<file path="config.mk">
export PLATFORM = sky130hd
export DESIGN_NAME = stream_find_and_replace
export DESIGN_NICKNAME = d
export VERILOG_FILES = /design/src/hw/rtl/sfr_pkg.sv /design/src/hw/rtl/sfr_front.sv /design/src/hw/rtl/sfr_fifo.sv /design/src/hw/rtl/sfr_back.sv /design/src/hw/rtl/stream_find_and_replace.sv
export SDC_FILE = /design/constraint.sdc
export NUM_CORES = 1
export LEC_CHECK = 0
export BUFFER_PORTS_ARGS = -buffer_cell sky130_fd_sc_hd__buf_2
export CAP_MARGIN = 20
export CELL_PAD_IN_SITES_DETAIL_PLACEMENT = 0
export CELL_PAD_IN_SITES_GLOBAL_PLACEMENT = 1
export CORE_MARGIN = 4
export CORE_UTILIZATION = 50
export CTS_BUF_LIST = sky130_fd_sc_hd__clkbuf_8
export CTS_CLUSTER_DIAMETER = 200
export DETAILED_ROUTE_END_ITERATION = 10
export PLACE_DENSITY = 0.82
export SLEW_MARGIN = 40
export SYNTH_ARGS = -nofsm -noshare
export SYNTH_HDL_FRONTEND = slang
export SYNTH_SLANG_ARGS = --single-unit
</file>
<file path="constraint.sdc">
create_clock -name clk -period 9.17 [get_ports clk]
set_input_delay 0.917 -clock clk [delete_from_list [all_inputs] [get_ports clk]]
set_output_delay 0.917 -clock clk [all_outputs]
set_load 0.02 [all_outputs]
</file>
<file path="src/hw/rtl/sfr_pkg.sv">
// Shared types and constants for the stream find-and-replace block.
// Used by every module of the block; depends on nothing.
`default_nettype none

package sfr_pkg;

  localparam int WORD_BYTES      = 8;
  localparam int WORD_WIDTH      = 64;
  localparam int LEN_WIDTH       = 4;
  localparam int CFG_INDEX_WIDTH = 2;
  localparam int QUEUE_DEPTH     = 4;

  typedef enum logic [CFG_INDEX_WIDTH-1:0] {
    REG_SEARCH_WORD    = 2'd0,
    REG_SEARCH_LENGTH  = 2'd1,
    REG_REPLACE_WORD   = 2'd2,
    REG_REPLACE_LENGTH = 2'd3
  } cfg_reg_t;

  typedef struct packed {
    logic [WORD_WIDTH-1:0] search_word;
    logic [LEN_WIDTH-1:0]  search_length;
    logic [WORD_WIDTH-1:0] replace_word;
    logic [LEN_WIDTH-1:0]  replace_length;
  } cfg_t;

  typedef struct packed {
    logic [7:0] text_byte;
    logic       end_of_text;
  } item_t;

  typedef struct packed {
    logic  valid;
    item_t item;
  } queue_head_t;

  typedef enum logic [4:0] {
    ST_PRE   = 5'b00001,
    ST_LOOP  = 5'b00010,
    ST_REPL  = 5'b00100,
    ST_FLUSH = 5'b01000,
    ST_END   = 5'b10000
  } back_state_t;

  function automatic logic [7:0] word_byte(input logic [WORD_WIDTH-1:0] w,
                                           input logic [2:0] idx);
    return w[{idx, 3'b000} +: 8];
  endfunction

endpackage

`default_nettype wire

</file>
<file path="src/hw/rtl/sfr_front.sv">
// Front stage: registers each input request and pushes it into the queue.
// Depends on sfr_pkg.
`default_nettype none

module sfr_front (
  input  wire logic          clk,
  input  wire logic          rst,
  input  wire logic          in_valid,
  output logic               in_stall,
  input  wire logic [7:0]    text_byte,
  input  wire logic          end_of_text,
  input  wire logic          queue_full,
  output logic               push,
  output sfr_pkg::item_t     push_item
);
  import sfr_pkg::*;

  logic  held;
  item_t held_item;

  assign push      = held && !queue_full;
  assign push_item = held_item;
  assign in_stall  = held && queue_full;

  always_ff @(posedge clk) begin
    if (rst) begin
      held <= 1'b0;
    end else if (in_valid && !in_stall) begin
      held <= 1'b1;
    end else if (push) begin
      held <= 1'b0;
    end
  end

  always_ff @(posedge clk) begin
    if (in_valid && !in_stall) begin
      held_item.text_byte   <= text_byte;
      held_item.end_of_text <= end_of_text;
    end
  end

endmodule

`default_nettype wire

</file>
<file path="src/hw/rtl/sfr_fifo.sv">
// Short request queue between the front stage and the back sequencer.
// Depends on sfr_pkg.
`default_nettype none

module sfr_fifo (
  input  wire logic              clk,
  input  wire logic              rst,
  input  wire logic              push,
  input  wire sfr_pkg::item_t    push_item,
  output logic                   full,
  input  wire logic              pop,
  output sfr_pkg::queue_head_t   head
);
  import sfr_pkg::*;

  localparam int AW = $clog2(QUEUE_DEPTH);
  localparam int NW = $clog2(QUEUE_DEPTH + 1);
  localparam logic [NW-1:0] Depth = NW'(QUEUE_DEPTH);

  item_t         mem [QUEUE_DEPTH];
  logic [AW-1:0] wr_ptr;
  logic [AW-1:0] rd_ptr;
  logic [NW-1:0] fill;

  assign full       = (fill == Depth);
  assign head.valid = (fill != '0);
  assign head.item  = mem[rd_ptr];

  always_ff @(posedge clk) begin
    if (rst) begin
      wr_ptr <= '0;
      rd_ptr <= '0;
      fill   <= '0;
    end else begin
      if (push) begin
        wr_ptr <= wr_ptr + 1'b1;
      end
      if (pop) begin
        rd_ptr <= rd_ptr + 1'b1;
      end
      if (push && !pop) begin
        fill <= fill + 1'b1;
      end else if (pop && !push) begin
        fill <= fill - 1'b1;
      end
    end
  end

  always_ff @(posedge clk) begin
    if (push) begin
      mem[wr_ptr] <= push_item;
    end
  end

endmodule

`default_nettype wire

</file>
<file path="src/hw/rtl/sfr_back.sv">
// Back sequencer: holds the pending prefix, matches, replaces and flushes,
// one step per cycle unless a stalled output holds it, into a hold register and the output register.
// Depends on sfr_pkg.
`default_nettype none

module sfr_back #(
  parameter int MAX_PATTERN = 8
) (
  input  wire logic                  clk,
  input  wire logic                  rst,
  input  wire sfr_pkg::cfg_t         cfg,
  input  wire sfr_pkg::queue_head_t  head,
  output logic                       pop,
  output logic                       out_valid,
  input  wire logic                  out_stall,
  output logic [7:0]                 out_byte,
  output logic                       byte_valid,
  output logic                       last
);
  import sfr_pkg::*;

  localparam int CW = $clog2(MAX_PATTERN + 1);
  localparam int IW = (MAX_PATTERN > 1) ? $clog2(MAX_PATTERN) : 1;
  localparam logic [LEN_WIDTH-1:0] MaxLen  = LEN_WIDTH'(MAX_PATTERN);
  localparam logic [LEN_WIDTH-1:0] WordLen = LEN_WIDTH'(WORD_BYTES);

  back_state_t state;
  back_state_t state_next;

  logic [7:0]           pend [MAX_PATTERN];
  logic [CW-1:0]        cnt;
  logic                 eot_q;
  logic [LEN_WIDTH-1:0] ridx;
  logic [LEN_WIDTH-1:0] ecnt;
  logic                 hold_valid;
  logic [7:0]           hold_byte;

  logic [LEN_WIDTH-1:0] slen_full;
  logic [CW-1:0]        slen;
  logic [LEN_WIDTH-1:0] rlen;
  logic [MAX_PATTERN-1:0] pos_hit;
  logic [MAX_PATTERN-1:0] below_cnt;
  logic                 pre_ok;
  logic                 out_free;
  logic                 cap_hit;
  logic                 can_emit;
  logic                 bare_end;

  logic                 do_shift;
  logic                 do_append;
  logic                 do_match;
  logic                 do_emit;
  logic [7:0]           emit_byte;
  logic                 ridx_step;
  logic                 do_close;

  always_comb begin
    if (cfg.search_length == '0) begin
      slen_full = LEN_WIDTH'(1);
    end else if (cfg.search_length > MaxLen) begin
      slen_full = MaxLen;
    end else begin
      slen_full = cfg.search_length;
    end
    slen = slen_full[CW-1:0];
    rlen = (cfg.replace_length > WordLen) ? WordLen : cfg.replace_length;
  end

  always_comb begin
    for (int i = 0; i < MAX_PATTERN; i++) begin
      pos_hit[i]   = (pend[i] == word_byte(cfg.search_word, 3'(i)));
      below_cnt[i] = (CW'(i) < cnt);
    end
  end

  assign pre_ok   = &(pos_hit | ~below_cnt);
  assign out_free = !out_valid || !out_stall;
  assign cap_hit  = (ecnt == WordLen);
  assign can_emit = cap_hit || !hold_valid || out_free;
  assign bare_end = eot_q && (ecnt == '0);

  always_comb begin
    state_next = state;
    do_shift   = 1'b0;
    do_append  = 1'b0;
    do_match   = 1'b0;
    do_emit    = 1'b0;
    emit_byte  = pend[0];
    ridx_step  = 1'b0;
    do_close   = 1'b0;
    pop        = 1'b0;
    case (state)
      ST_PRE: begin
        if (head.valid) begin
          if (cnt >= slen) begin
            if (can_emit) begin
              do_shift = 1'b1;
              do_emit  = 1'b1;
            end
          end else begin
            do_append  = 1'b1;
            pop        = 1'b1;
            state_next = ST_LOOP;
          end
        end
      end
      ST_LOOP: begin
        if (pre_ok && (cnt == slen)) begin
          do_match   = 1'b1;
          state_next = ST_REPL;
        end else if (pre_ok && (cnt < slen)) begin
          state_next = ST_FLUSH;
        end else if (can_emit) begin
          do_shift = 1'b1;
          do_emit  = 1'b1;
          if (cnt == CW'(1)) begin
            state_next = ST_FLUSH;
          end
        end
      end
      ST_REPL: begin
        if (ridx < rlen) begin
          if (can_emit) begin
            do_emit   = 1'b1;
            emit_byte = word_byte(cfg.replace_word, ridx[2:0]);
            ridx_step = 1'b1;
          end
        end else begin
          state_next = ST_FLUSH;
        end
      end
      ST_FLUSH: begin
        if (eot_q && (cnt != '0)) begin
          if (can_emit) begin
            do_shift = 1'b1;
            do_emit  = 1'b1;
          end
        end else begin
          state_next = ST_END;
        end
      end
      ST_END: begin
        if ((!bare_end && !hold_valid) || out_free) begin
          do_close   = 1'b1;
          state_next = ST_PRE;
        end
      end
      default: begin
        state_next = ST_PRE;
      end
    endcase
  end

  always_ff @(posedge clk) begin
    if (rst) begin
      state      <= ST_PRE;
      cnt        <= '0;
      eot_q      <= 1'b0;
      ridx       <= '0;
      ecnt       <= '0;
      hold_valid <= 1'b0;
      out_valid  <= 1'b0;
    end else begin
      state <= state_next;
      if (out_valid && !out_stall) begin
        out_valid <= 1'b0;
      end
      if (do_shift) begin
        cnt <= cnt - 1'b1;
      end
      if (do_append) begin
        cnt   <= cnt + 1'b1;
        eot_q <= head.item.end_of_text;
      end
      if (do_match) begin
        cnt  <= '0;
        ridx <= '0;
      end
      if (ridx_step) begin
        ridx <= ridx + 1'b1;
      end
      if (do_emit && !cap_hit) begin
        if (hold_valid) begin
          out_valid  <= 1'b1;
          out_byte   <= hold_byte;
          byte_valid <= 1'b1;
          last       <= 1'b0;
        end
        hold_byte  <= emit_byte;
        hold_valid <= 1'b1;
        ecnt       <= ecnt + 1'b1;
      end
      if (do_close) begin
        ecnt <= '0;
        if (bare_end) begin
          out_valid  <= 1'b1;
          out_byte   <= '0;
          byte_valid <= 1'b0;
          last       <= 1'b1;
        end else if (hold_valid) begin
          out_valid  <= 1'b1;
          out_byte   <= hold_byte;
          byte_valid <= 1'b1;
          last       <= eot_q;
          hold_valid <= 1'b0;
        end
      end
    end
  end

  always_ff @(posedge clk) begin
    if (do_shift) begin
      for (int i = 0; i < MAX_PATTERN - 1; i++) begin
        pend[i] <= pend[i+1];
      end
    end
    if (do_append) begin
      pend[cnt[IW-1:0]] <= head.item.text_byte;
    end
  end

endmodule

`default_nettype wire

</file>
<file path="src/hw/rtl/stream_find_and_replace.sv">
// Stream find-and-replace: one text byte per request in, rewritten bytes out.
// An accepted byte passes the front register, the queue, the back sequencer's hold register and the output register.
// New bytes are accepted while earlier ones are still in the back sequencer, until the queue fills.
// Reset (rst, synchronous): empties queue, pending bytes and outputs, and
// returns the registers to search length 1 and all else zero.
`default_nettype none

module stream_find_and_replace #(
  parameter int MAX_PATTERN = 8
) (
  input  wire logic                                 clk,
  input  wire logic                                 rst,
  input  wire logic                                 cfg_write,
  input  wire logic [sfr_pkg::CFG_INDEX_WIDTH-1:0]  cfg_index,
  input  wire logic [sfr_pkg::WORD_WIDTH-1:0]       cfg_data,
  input  wire logic                                 in_valid,
  output logic                                      in_stall,
  input  wire logic [7:0]                           text_byte,
  input  wire logic                                 end_of_text,
  output logic                                      out_valid,
  input  wire logic                                 out_stall,
  output logic [7:0]                                out_byte,
  output logic                                      byte_valid,
  output logic                                      last
);
  import sfr_pkg::*;

  cfg_t        cfg;
  logic        queue_full;
  logic        push;
  item_t       push_item;
  logic        pop;
  queue_head_t head;

  always_ff @(posedge clk) begin
    if (rst) begin
      cfg.search_word    <= '0;
      cfg.search_length  <= LEN_WIDTH'(1);
      cfg.replace_word   <= '0;
      cfg.replace_length <= '0;
    end else if (cfg_write) begin
      case (cfg_reg_t'(cfg_index))
        REG_SEARCH_WORD:    cfg.search_word    <= cfg_data;
        REG_SEARCH_LENGTH:  cfg.search_length  <= cfg_data[LEN_WIDTH-1:0];
        REG_REPLACE_WORD:   cfg.replace_word   <= cfg_data;
        REG_REPLACE_LENGTH: cfg.replace_length <= cfg_data[LEN_WIDTH-1:0];
        default: begin
        end
      endcase
    end
  end

  sfr_front u_front (
    .clk         (clk),
    .rst         (rst),
    .in_valid    (in_valid),
    .in_stall    (in_stall),
    .text_byte   (text_byte),
    .end_of_text (end_of_text),
    .queue_full  (queue_full),
    .push        (push),
    .push_item   (push_item)
  );

  sfr_fifo u_fifo (
    .clk       (clk),
    .rst       (rst),
    .push      (push),
    .push_item (push_item),
    .full      (queue_full),
    .pop       (pop),
    .head      (head)
  );

  sfr_back #(
    .MAX_PATTERN (MAX_PATTERN)
  ) u_back (
    .clk        (clk),
    .rst        (rst),
    .cfg        (cfg),
    .head       (head),
    .pop        (pop),
    .out_valid  (out_valid),
    .out_stall  (out_stall),
    .out_byte   (out_byte),
    .byte_valid (byte_valid),
    .last       (last)
  );

endmodule

`default_nettype wire

</file>
# Yosys cells after proc, flatten, opt, wreduce, memory -nomap -nowiden
# Memory sizes are Yosys's and may differ from the RTL's. A register that Yosys moved wholly into a read port is not among the register bits.
# Cells that the tools add are included.
classes:
  addsub: 8
  n_lt_le_gt_ge: 13
  n_eq_ne: 27
  shift: 1
  muxes: 77
  bitwise_logic: 3
  n_reduce_logical: 44
ops:
  columns: ["cell", "count"]
  rows:
  - ["$mux W8", 9]
  - ["$eq A8 B8 Y1", 8]
  - ["$shiftx A64 B7 Y8", 1]
  - ["$mux W5", 9]
  - ["$mux W1", 44]
  - ["$mux W4", 7]
  - ["$pmux W5 S5", 1]
  - ["$lt A3 B4 Y1 const A", 4]
  - ["$add A4 B1 Y4 const B", 3]
  - ["$logic_and A1 B1 Y1", 12]
  - ["$reduce_and A2 Y1", 5]
  - ["$logic_not A1 Y1", 9]
  - ["$mux W3", 3]
  - ["$gt A4 B4 Y1 const B", 2]
  - ["$logic_not A4 Y1", 2]
  - ["$lt A1 B4 Y1 const A", 2]
  - ["$lt A2 B4 Y1 const A", 2]
  - ["$lt A4 B4 Y1", 2]
  - ["$ne A2 B2 Y1 const B", 4]
  - ["$ne A4 B1 Y1 const B", 2]
  - ["$not A8 Y8", 1]
  - ["$or A8 B8 Y8", 1]
  - ["$reduce_and A8 Y1", 1]
  - ["$reduce_bool A2 Y1", 4]
  - ["other kinds (28)", 35]
word_totals:
  ff_bits: 191
  ram_bits: 100
  input_bits: 80
  mem_count: 2
mem_list:
  columns: ["name", "words", "width", "rd", "rd_ports_with_merged_regs", "write_ports", "line", "rtl"]
  rows:
  - ["u_back.pend", 8, 8, 8, 0, 7, "sfr_back.sv:30", "logic [7:0] pend [MAX_PATTERN];"]
  - ["u_fifo.mem", 4, 9, 1, 1, 1, "sfr_fifo.sv:20", "item_t mem [QUEUE_DEPTH];"]

# Depth between registers and ports, before layout
# Gate-level depths: netlist of the first run.
logic_depth:
  word_depth: 13
  depth_mapped: 16

# Hierarchy
# A second synthesis of the first run with hierarchy kept.
hier_totals:
  cells_unflattened: 1181
  area_unflattened_um2: 13714.4
modules_own_cells:
  columns: ["mod", "instances", "cells_each", "area_per_inst_um2", "seq_area_each_um2"]
  rows:
  - ["sfr_back", 1, 560, 6063.3, 2862.7]
  - ["stream_find_and_replace", 1, 515, 5595.4, 2722.6]
  - ["sfr_fifo", 1, 91, 1730.4, 1261.2]
  - ["sfr_front", 1, 15, 325.3, 290.3]

# Worst setup path after synthesis of the first run
# Ideal clock, no wire load.
synth_timing:
  path_type: "register to register"
  startpoint: "reg u_back.cnt[0]"
  endpoint: "reg u_fifo.fill[2]"
  setup_time_ns: 0.070
  arrival_time_ns: 3.001
  required_time_ns: 9.100
  path_slack_ns: 6.098
  path_stages_with_launch: 15
  path_buffers: 1
  period_less_slack_ns: 3.072
  cell_sequence: "dfxtp_1 -> clkinv_1 -> ha_1 -> nor2b_1 -> o211ai_1 -> nand3_1 -> and2b_1 -> buf_6 -> inv_6 -> ha_1 -> inv_1 -> fa_1 -> xor2_1 -> or3_1 -> a21oi_1"
synth_between:
  elab_chain_cells: 7
  word_cells_on_any_way: 9
  cone_classes: "1 x order compare; 4 x mux; 4 x reduce/logical"
synth_lines:
  columns: ["item", "line", "rtl"]
  rows:
  - ["start, declared", "sfr_back.sv:31", "logic [CW-1:0] cnt;"]
  - ["start signal, assigned", "sfr_back.sv:169", "cnt <= cnt - 1'b1;"]
  - ["start signal, assigned", "sfr_back.sv:172", "cnt <= cnt + 1'b1;"]
  - ["$ge A4 B4 Y1 *", "sfr_back.sv:95", "if (cnt >= slen) begin"]
  - ["$mux W1 *", "sfr_back.sv:95", null]
  - ["$mux W1 *", "sfr_back.sv:94", "if (head.valid) begin"]
  - ["$mux W1 *", "sfr_back.sv:92", "case (state)"]
  - ["$logic_not A1 Y1", "sfr_fifo.sv:41", "if (push && !pop) begin"]
  - ["$logic_and A1 B1 Y1", "sfr_fifo.sv:41", null]
  - ["$mux W3 or $reduce_bool A2 Y1 (tied branches)", null, null]
  - ["end signal, assigned", "sfr_fifo.sv:42", "fill <= fill + 1'b1;"]
  - ["end signal, assigned", "sfr_fifo.sv:44", "fill <= fill - 1'b1;"]
  - ["end, declared", "sfr_fifo.sv:23", "logic [NW-1:0] fill;"]
# Mark *: on every way between the ends. The rest lies on a longest branch, timed or not.
# A chain may end at the register's enable or synchronous reset.

==> flow_summary.json, run 1 <==
{
  "outcome": "complete, no violations",
  "busiest_layer": "met2",
  "whs_ns": 0.4560,
  "routabilityCongestion": 0.8338,
  "layout_common_cells": "298 x nand2_1, 193 x a21oi_1, 165 x dfxtp_1",
  "mostFrequentLayoutCell": "nand2_1",
  "drt-initial-drc-count": 832,
  "h-tree-depth": 2,
  "drt_pass1_iterations": 5,
  "timing.setup.tns_ns": 0,
  "start_util_pct": 50.89,
  "holdPathStages": 2,
  "timing.fmax_ghz": 0.2724,
  "core_mm2": 0.02525,
  "grtUsageMet3_pct": 4.297,
  "drv_slew": 0,
  "power_mw": 4.104,
  "synth_top_area_share_pct": 29.68,
  "vias": 9461,
  "synth_top_cell_by_area": "edfxtp_1",
  "syn-cell-area_mm2": 0.01285,
  "antenna_left": 0,
  "grt_remaining_overflow": 0,
  "pre_cts_ws_ns": 5.287,
  "p_per_area_mw_per_mm2": 283.9,
  "ys_warn_count": 0,
  "cts_sinks": 293,
  "cts-root-buf": "clkbuf_8",
  "peakVddDrop_mv": 0.1742,
  "grt_usage_pct": 23.94,
  "dieArea_mm2": 0.02833,
  "required_ns": 9.40,
  "die_h_um": 168.3,
  "reg2reg_from": "u_back.cnt[0]$_SDFFE_PP0P_",
  "holdBufCountCts": 0,
  "layout-drive-gt1-share_pct": 16.99,
  "startpoint": "u_back.cnt[0]$_SDFFE_PP0P_",
  "worstSetupStartpointType": "flop",
  "nFillCells": 2213,
  "portBuffers": 91,
  "cts_resized": 0,
  "antenna_found_initial": 0,
  "rsz0062_at_grt": "no",
  "slew_headroom_pct": 42.33,
  "wl_per_cell_um": 19.93,
  "cts_tree": "done",
  "ys_seq_area_share_pct": 55.54,
  "routed_wl_um": 33900,
  "die_w_um": 168.3,
  "ys_async_sr_fraction_pct": 0,
  "slowest_delay_ns": 0.60,
  "grt_use_met2_pct": 38.73,
  "grt_max_degree": 87,
  "synth_edf_count": 127,
  "setup_violations": 0,
  "utilization_pct": 57.23,
  "viasPerCell": 5.562,
  "hold_class": "flop to flop",
  "reg2reg_setup_slack_ns": 5.50,
  "synth_area_leaders": "edfxtp_1 30%, dfxtp_1 26%, nand2_1 8.7%, a21oi_1 7.6%, mux4_2 4.4%",
  "whs_endpoint": "cfg[15]$_SDFFE_PP0P_",
  "clk_latency_ns": 0.57,
  "cts_buffer_depth": 3,
  "synth.ff_latch_count": 293,
  "grt_pass1_vias": 9216,
  "worstSetupEndpointType": "flop",
  "arrival_ns": 3.90,
  "grt_pass1_wl_um": 52720,
  "reg2regPathDepth": 9,
  "clk_pin_slew_ns": 0.06,
  "synth_fp_nets": 1353,
  "critPathBufInv": 3,
  "drc": 0,
  "synth_cell_types": 72,
  "antenna_cells": 0,
  "hp-start": "cfg[15]$_SDFFE_PP0P_",
  "gr-usage-met1_pct": 33.53,
  "synthCells": 1254,
  "post-dp-hpwl_um": 24410,
  "cts_inserted_buffers": 48,
  "area_growth_pct": 12.47,
  "skew_ns": 0.02292,
  "fin_ws_ns": 5.499,
  "timing.rr.end": "u_back.pend[2][2]$_DFFE_PP_",
  "cpMaxStageDelayCell": "dfxtp_1",
  "ios": 92,
  "rows": 58,
  "fin_crit_sh_pct": 40.03,
  "worstMarginPinSlew_ns": 0.8409,
  "final_nets": 1433,
  "crit_chain": "clkinv_1 > ha_1 > nand4_1 > nand3_1 > and2b_2 > inv_6 > nor4_4 > inv_1 > nand2_1",
  "worstSetupPathType": "flop to flop",
  "leakage_nw": 5.274,
  "final_hold_viol_count": 0,
  "critPathMaxFanout": 17,
  "postCtsSetupBuffers": 0,
  "drv_cap": 0,
  "syn_area_per_cell_um2": 10.25,
  "synthFlopType": "dfxtp_1",
  "cp_top_family": "simple AND/OR/NAND/NOR gates",
  "min_period_ns": 3.671
}
## power breakdown
part | leakage, nW | internal, mW | total (mW) | switching, mW
clock network | 0.542 | 0.597 | 1.11 | 0.514
registers | 2.52 | 1.70 | 1.90 | 0.194
logic | 2.21 | 0.403 | 1.09 | 0.692
## metal layers
metal  part of all wire [%]  wire [um]
met1                     43      14730
met4                    2.3        793
met2                     47      16040
met3                    6.9       2329
met5                      0          0
## kinds of logic after synthesis
kind of cell / count (synthesis) / synth area share (%)
adders and majority gates: 19 / 1.908
DFF: 293 / 55.54
xor gates and xnor gates: 70 / 4.771
AOI/OAI and AO/OA: 246 / 10.83
and+or+nand+nor: 467 / 16.27
muxes: 63 / 7.380
buffers and inverters: 96 / 3.310
## layout make-up
cell class                 count  area [um2]  share of cell area, %
sequential                   293        7138                  49.39
multi-input combinational    865        5333                  36.89
clock buffer                  54       743.2                  5.142
timing repair buffer          99       525.5                  3.636
tap                          330       412.9                  2.857
clock inverter                33       195.2                  1.350
inverter                      27       106.4                 0.7358
## sequential cells by signal, summed over array words and instances (netlist names), 5 cells and up, named ones only
signal / count
cfg: 136
u_fifo.mem: 36
u_back.pend: 64
u_back.state: 5
u_front.push_item: 9
u_back.hold_byte: 8
## per-stage QoR
stage | std cells | area, um2
2_1_floorplan | 1254 | 12850
3_3_place_gp | 1614 | 13480
3_5_place_dp | 1614 | 13500
6_report | 1701 | 14450
4_1_cts | 1701 | 14440
5_1_grt | 1701 | 14450
## cells in the mapped netlist (3+ instances only)
library cell,count
nand2_1,298
a21oi_1,194
dfxtp_1,166
edfxtp_1,127
nor2_1,77
clkbuf_1,51
xor2_1,51
mux2i_1,34
mux4_2,25
inv_1,23
o21ai_0,21
xnor2_1,19
ha_1,18
nor4_1,11
nand4_1,10
nand3_1,9
nor2_2,9
and2_1,6
buf_1,6
buf_6,6
nor3_1,6
or3_1,5
nand3b_1,4
nor2b_1,4
nor3b_1,4
nor4_4,4
buf_2,3
buf_4,3
mux2_2,3
o211ai_1,3
o21a_1,3
## worst max path at each step
stage	cells after the start	end
global placement	7	u_back.pend[6][6]$_DFFE_PP_
floorplan	14	u_fifo.fill[2]$_SDFFE_PP0P_
detailed placement	9	u_back.pend[1][0]$_DFFE_PP_
CTS	9	u_back.pend[1][3]$_DFFE_PP_
global route	9	u_back.pend[1][2]$_DFFE_PP_
finish	9	u_back.pend[2][2]$_DFFE_PP_
## worst min-delay path, stage by stage, from the launching register on
cell and delay [ns]:
dfxtp_1 0.31, nand2_1 0.05, a21oi_1 0.05
Note: power is estimated with default switching activity, not from simulation.
==> run 2: changes to the inputs <==
--- a/config.mk
+++ b/config.mk
@@ -10,11 +10,11 @@
 export CELL_PAD_IN_SITES_DETAIL_PLACEMENT = 0
 export CELL_PAD_IN_SITES_GLOBAL_PLACEMENT = 1
 export CORE_MARGIN = 4
-export CORE_UTILIZATION = 50
+export CORE_UTILIZATION = 45
 export CTS_BUF_LIST = sky130_fd_sc_hd__clkbuf_8
 export CTS_CLUSTER_DIAMETER = 200
 export DETAILED_ROUTE_END_ITERATION = 10
-export PLACE_DENSITY = 0.82
+export PLACE_DENSITY = 0.78
 export SLEW_MARGIN = 40
 export SYNTH_ARGS = -nofsm -noshare
 export SYNTH_HDL_FRONTEND = slang
==> constraint.sdc (replaced) <==
create_clock -name clk -period 3.09 [get_ports clk]
set_input_delay 0.309 -clock clk [delete_from_list [all_inputs] [get_ports clk]]
set_output_delay 0.309 -clock clk [all_outputs]
set_load 0.02 [all_outputs]
==> run 2 against run 1 <==
Die area grew 11%. Routed wire length is essentially flat. Clock-buffer cell count shrank 2. Sequential power grew to 2.9 times the previous value. Power grew to 3.0 times the previous value. Hold slack lost 0.43 ns. Non-clock buffer count grew 107.
==> flow_summary.json, run 2 (same netlist as run 1, synthesis figures left out) <==
{
  "outcome": "complete, no violations",
  "nFillCells": 2535,
  "cp_top_family": "simple AND/OR/NAND/NOR gates",
  "peakVddDrop_mv": 0.3944,
  "worstMarginPinSlew_ns": 0.7599,
  "switchingPower_mw": 4.215,
  "rsz0062_at_grt": "no",
  "critPathMaxFanout": 8,
  "post-dp-hpwl_um": 24400,
  "timing.fmax_ghz": 0.3406,
  "final_hold_viol_count": 0,
  "grt_usage_pct": 21.37,
  "required_ns": 3.52,
  "core_mm2": 0.02801,
  "setup_violations": 0,
  "cts_inserted_buffers": 48,
  "arrival_ns": 3.36,
  "slowest_delay_ns": 0.51,
  "cpMaxStageDelayCell": "or3_1",
  "worstSetupPathType": "flop to flop",
  "p_int_mw": 8.161,
  "swShare_pct": 34.06,
  "drt-initial-drc-count": 753,
  "min_period_ns": 2.936,
  "layout-drive-gt1-share_pct": 18.34,
  "final_nets": 1540,
  "worstSetupStartpointType": "flop",
  "viasPerCell": 5.208,
  "wl_per_cell_um": 18.27,
  "grt_remaining_overflow": 0,
  "slew_headroom_pct": 49.34,
  "routabilityCongestion": 0.8666,
  "die_h_um": 177.0,
  "antenna_left": 0,
  "drt_pass1_iterations": 5,
  "h-tree-depth": 2,
  "hold_class": "input pin to flop",
  "critPathBufInv": 0,
  "antenna_cells": 0,
  "timing.setup.tns_ns": 0,
  "clk_pin_slew_ns": 0.06,
  "largest_reg_flops": 136,
  "cts-root-buf": "clkbuf_8",
  "cts_sinks": 293,
  "vias": 9666,
  "power_frac_clock_pct": 25.0,
  "dieArea_mm2": 0.03133,
  "portBuffers": 91,
  "start_util_pct": 45.88,
  "area_growth_pct": 20.11,
  "antenna_found_initial": 2,
  "grt_pass1_wl_um": 51650,
  "mostFrequentLayoutCell": "nand2_1",
  "worstSetupEndpointType": "flop",
  "routed_wl_um": 33920,
  "reg2reg_from": "u_back.pend[6][1]$_DFFE_PP_",
  "fin_cells": 1856,
  "reg_top3": "cfg x136, u_back.pend x64, u_fifo.mem x36",
  "startpoint": "u_back.pend[6][1]$_DFFE_PP_",
  "grt_pass1_vias": 9309,
  "crit_chain": "xor2_1 > nor4_1 > a21oi_1 > a2111oi_4 > o2111ai_4 > or3_1 > nand2_1 > a21oi_1",
  "die_w_um": 177.0,
  "drc": 0,
  "p_per_area_mw_per_mm2": 801.8,
  "top_register": "cfg",
  "stdcell_area_mm2": 0.01543,
  "placed_cells": 1703,
  "ios": 92,
  "whs_ns": 0.02310,
  "placed_area_mm2": 0.01387,
  "layout_common_cells": "298 x nand2_1, 193 x a21oi_1, 166 x dfxtp_1",
  "fin_crit_sh_pct": 95.02,
  "skew_ns": 0.03926,
  "p_comb_share_pct": 30.4,
  "grt_max_degree": 107,
  "critPathMostFrequentCell": "a21oi_1",
  "pwr-share-seq_pct": 44.5,
  "clk_latency_ns": 0.59,
  "cts_tree": "done",
  "drv_cap": 0,
  "rows": 61,
  "cts_buffer_depth": 3,
  "hp-start": "cfg_data[43]",
  "drv_slew": 0,
  "leakage_nw": 5.737
}
-- run 2: cell count changes in the layout (fill, tap and decap cells not counted), moves of 2 or more --
| cell | previous run | this run |
|---|---|---|
| mux2i_1 | 32 | 34 |
| clkbuf_8 | 54 | 52 |
| buf_4 | 7 | 50 |
| dlygate4sd3_1 | 0 | 64 |
| buf_6 | 2 | 0 |
| mux2i_2 | 2 | 0 |
| inv_1 | 39 | 42 |
| nor4_2 | 2 | 6 |
| nor4_1 | 11 | 7 |
| bufinv_16 | 2 | 0 |
| buf_12 | 0 | 2 |
-- run 2: layout make-up --
type | instances | area, um2 | area share [%]
tap | 378 | 473.0 | 3.064
sequential | 293 | 7137 | 46.24
clock inverter | 35 | 162.7 | 1.054
inverter | 27 | 106.4 | 0.6890
timing repair buffer | 206 | 1506 | 9.760
multi-input combinational | 865 | 5334 | 34.56
clock buffer | 52 | 715.7 | 4.637
-- run 2: layer usage --
metal  track usage [%]  wire [um]  vias up
met2             35.52      16360      254
met5                 0         27        -
li1                  -          -     4732
met4             6.028        872        4
met1             28.11      14490     4604
met3             5.063       2165       72
-- run 2: final timing paths --
check	depth (start not counted)	slack, ns	to
max	8	0.15	u_back.cnt[3]$_SDFFE_PP0P_
max reg2reg	8	0.15	u_back.cnt[3]$_SDFFE_PP0P_
min	3	0.02	cfg[47]$_SDFFE_PP0P_
min reg2reg	2	0.45	cfg[55]$_SDFFE_PP0P_
-- run 2: worst min-delay path, cell delays in order --
cell,delay (ns)
buf_2,0.13
nand2_1,0.07
a21oi_1,0.05
-- run 2: timing repair --
action,CTS,global route
endpoints found under the hold margin,103,0
setup buffers,0,2
gates resized for setup,0,5
setup endpoints to repair,0,82
hold buffers,64,0
-- run 2: power by group through the flow --
stage | clock (mW) | combinational (mW) | sequential, mW
6_report | 3.10 | 3.77 | 5.51
5_1_grt | 3.34 | 4.15 | 5.57
4_1_cts | 3.17 | 3.72 | 5.51
3_5_place_dp | 0 | 3.63 | 5.59
3_3_place_gp | 0 | 3.55 | 5.57
2_1_floorplan | 0 | 2.54 | 5.46
-- run 2: through the flow --
step,power [mW],setup WS [ns],utilization [%]
after detailed placement,9.219,0.08608,49.51
final,12.38,0.1540,55.10
after CTS,12.40,0.06111,54.93
after global placement,9.120,0.1106,49.51
after floorplan,7.998,0.01819,-
after global routing,13.06,0.007837,55.10
==> run 3: changes to the inputs <==
--- a/config.mk
+++ b/config.mk
@@ -5,16 +5,17 @@
 export SDC_FILE = /design/constraint.sdc
 export NUM_CORES = 1
 export LEC_CHECK = 0
+export ABC_AREA = 1
 export BUFFER_PORTS_ARGS = -buffer_cell sky130_fd_sc_hd__buf_2
 export CAP_MARGIN = 20
 export CELL_PAD_IN_SITES_DETAIL_PLACEMENT = 0
 export CELL_PAD_IN_SITES_GLOBAL_PLACEMENT = 1
 export CORE_MARGIN = 4
-export CORE_UTILIZATION = 45
+export CORE_UTILIZATION = 43
 export CTS_BUF_LIST = sky130_fd_sc_hd__clkbuf_8
 export CTS_CLUSTER_DIAMETER = 200
 export DETAILED_ROUTE_END_ITERATION = 10
-export PLACE_DENSITY = 0.78
+export PLACE_DENSITY = 0.77
 export SLEW_MARGIN = 40
 export SYNTH_ARGS = -nofsm -noshare
 export SYNTH_HDL_FRONTEND = slang
==> run 3 against run 2 <==
Sequential power up 3%. Register-to-register slack better by 0.21 ns. Design area up 0.42%. Routed wire length up 1.5%.
==> flow_summary.json, run 3 <==
{
  "outcome": "complete, no violations",
  "top_register": "cfg",
  "h-tree-depth": 2,
  "worstSetupStartpointType": "flop",
  "grt_pass1_vias": 10131,
  "die_h_um": 182.4,
  "rows": 63,
  "antenna_left": 0,
  "syn-cell-area_mm2": 0.01307,
  "ys_warn_count": 0,
  "hold_class": "input pin to flop",
  "mostFrequentLayoutCell": "nand2_1",
  "timing.setup.tns_ns": 0,
  "stdcell_area_mm2": 0.01550,
  "leakage_nw": 6.317,
  "antenna_cells": 0,
  "antenna_found_initial": 1,
  "cts_inserted_buffers": 51,
  "cts-root-buf": "clkbuf_8",
  "nFillCells": 2818,
  "fin_crit_sh_pct": 88.33,
  "arrival_ns": 2.96,
  "die_w_um": 182.4,
  "clk_latency_ns": 0.57,
  "viasPerCell": 4.983,
  "timing.fmax_ghz": 0.3664,
  "layout_common_cells": "251 x nand2_1, 231 x o21ai_0, 178 x nor2_1",
  "drt_pass1_iterations": 5,
  "placed_area_mm2": 0.01400,
  "grt_max_degree": 69,
  "reg_top3": "cfg x136, u_back.pend x64, u_fifo.mem x36",
  "worstSetupEndpointType": "flop",
  "drc": 0,
  "synth.ff_latch_count": 293,
  "postCtsSetupBuffers": 0,
  "grt_usage_pct": 20.43,
  "synth_top_area_share_pct": 29.17,
  "required_ns": 3.32,
  "synth_area_leaders": "edfxtp_1 29%, dfxtp_1 25%, o21ai_0 8.8%, nand2_1 7.2%, a21oi_1 5.7%",
  "drv_slew": 0,
  "cts_tree": "done",
  "slew_headroom_pct": 57.04,
  "start_util_pct": 43.87,
  "grt_pass1_wl_um": 54180,
  "drv_cap": 0,
  "cts_buffer_depth": 3,
  "dieArea_mm2": 0.03326,
  "worstSetupPathType": "flop to flop",
  "setup_violations": 0,
  "p_per_area_mw_per_mm2": 801.8,
  "routed_wl_um": 34410,
  "final_nets": 1779,
  "clk_pin_slew_ns": 0.06,
  "worstMarginPinSlew_ns": 0.6444,
  "grt_remaining_overflow": 0,
  "portBuffers": 91,
  "synth_fp_nets": 1622,
  "post-dp-hpwl_um": 24200,
  "drt-initial-drc-count": 763,
  "yosys-top-cells-count": "251 x nand2_1, 231 x o21ai_0, 182 x nor2_1, 166 x dfxtp_1, 151 x inv_1",
  "cts_sinks": 293,
  "synthCells": 1523,
  "final_hold_viol_count": 0,
  "wl_per_cell_um": 16.31,
  "skew_ns": 0.02895,
  "peakVddDrop_mv": 0.3602,
  "synth_top_cell_by_area": "edfxtp_1",
  "synth_cell_types": 41,
  "ios": 92,
  "min_period_ns": 2.730,
  "core_mm2": 0.02980,
  "ys_async_sr_fraction_pct": 0,
  "largest_reg_flops": 136,
  "synth.most_common_cell": "nand2_1",
  "area_growth_pct": 18.57,
  "syn_area_per_cell_um2": 8.583,
  "vias": 10510,
  "ys_seq_area_share_pct": 54.59,
  "layout-drive-gt1-share_pct": 12.74,
  "critPathMaxFanout": 19,
  "routabilityCongestion": 0.8489,
  "synthFlopType": "dfxtp_1",
  "rsz0062_at_grt": "no",
  "synth_edf_count": 127
}
[run 3: path summary, 6_finish.rpt]
check                       start                          end  slack (ns)  cells after the start
min                  cfg_data[20]         cfg[92]$_SDFFE_PP0P_        0.03                      3
min reg2reg  cfg[42]$_SDFFE_PP0P_         cfg[42]$_SDFFE_PP0P_        0.44                      2
max          cfg[71]$_SDFFE_PP0P_  u_back.pend[4][5]$_DFFE_PP_        0.36                     14
max reg2reg  cfg[71]$_SDFFE_PP0P_  u_back.pend[4][5]$_DFFE_PP_        0.36                     14
[run 3: power breakdown]
part / switching, mW / internal (mW)
Clock: 1.55 / 1.69
Sequential: 0.522 / 5.12
Combinational: 2.27 / 1.27
Total: 4.34 / 8.09
[run 3: worst max-delay path, cell delays in order, from the launching register on]
cell and delay (ns):
dfxtp_1 0.31, inv_1 0.11, nand2_1 0.07, ha_1 0.30, inv_1 0.06, nor2_1 0.03
nor2_1 0.07, o21a_1 0.11, inv_1 0.05, nor2_2 0.10, nand2_1 0.09, nor2_2 0.16
buf_4 0.27, nand4_1 0.30, nand2_1 0.37
[run 3: what timing repair did]
item,in CTS,in global routing
hold buffers,56,0
endpoints found under the hold margin,56,0
gates resized for setup,0,1
endpoints found under the setup margin,0,1
[run 3: logic make-up after synthesis]
kind of cell	count (synthesis)	share of synthesized area, %
buf+inv	235	7.121
fa+ha+maj	19	1.876
simple gates	488	15.23
compound gates	425	16.96
xor+xnor	63	4.221
flops	293	54.59
[run 3: metal layers]
layer,vias up,global-route usage [%],part of all wire [%]
li1,5365,-,-
met1,4797,28.71,47
met2,284,32.63,45
met3,64,3.189,5.1
met4,0,6.424,2.5
met5,-,0,0
[run 3: layout make-up]
cell class              count  area, um2  area share (%)
clock buffers              54      743.2           4.795
flip-flops and latches    293       7138           46.05
multi-input cells         995       5032           32.47
clock inverters            38      183.9           1.187
well taps                 390      488.0           3.148
repair buffers            180       1314           8.476
inverters                 159      600.6           3.875
[run 3: metrics by stage]
| step | worst slack (ns) | hold WS [ns] | util [%] | total power, mW | std cells |
|---|---|---|---|---|---|
| 6_report | 0.3605 | 0.02753 | 52.02 | 12.43 | 2109 |
| 5_1_grt | 0.05108 | 0.01207 | 52.02 | 13.25 | 2109 |
| 4_1_cts | 0.3378 | 0.001332 | 51.99 | 12.52 | 2109 |
| 3_5_place_dp | 0.3305 | 0.4317 | 46.99 | 9.185 | 1961 |
| 3_3_place_gp | 0.3787 | 0.4278 | 46.99 | 9.122 | 1961 |
| 2_1_floorplan | 0.2912 | 0.3781 | - | 8.098 | 1523 |
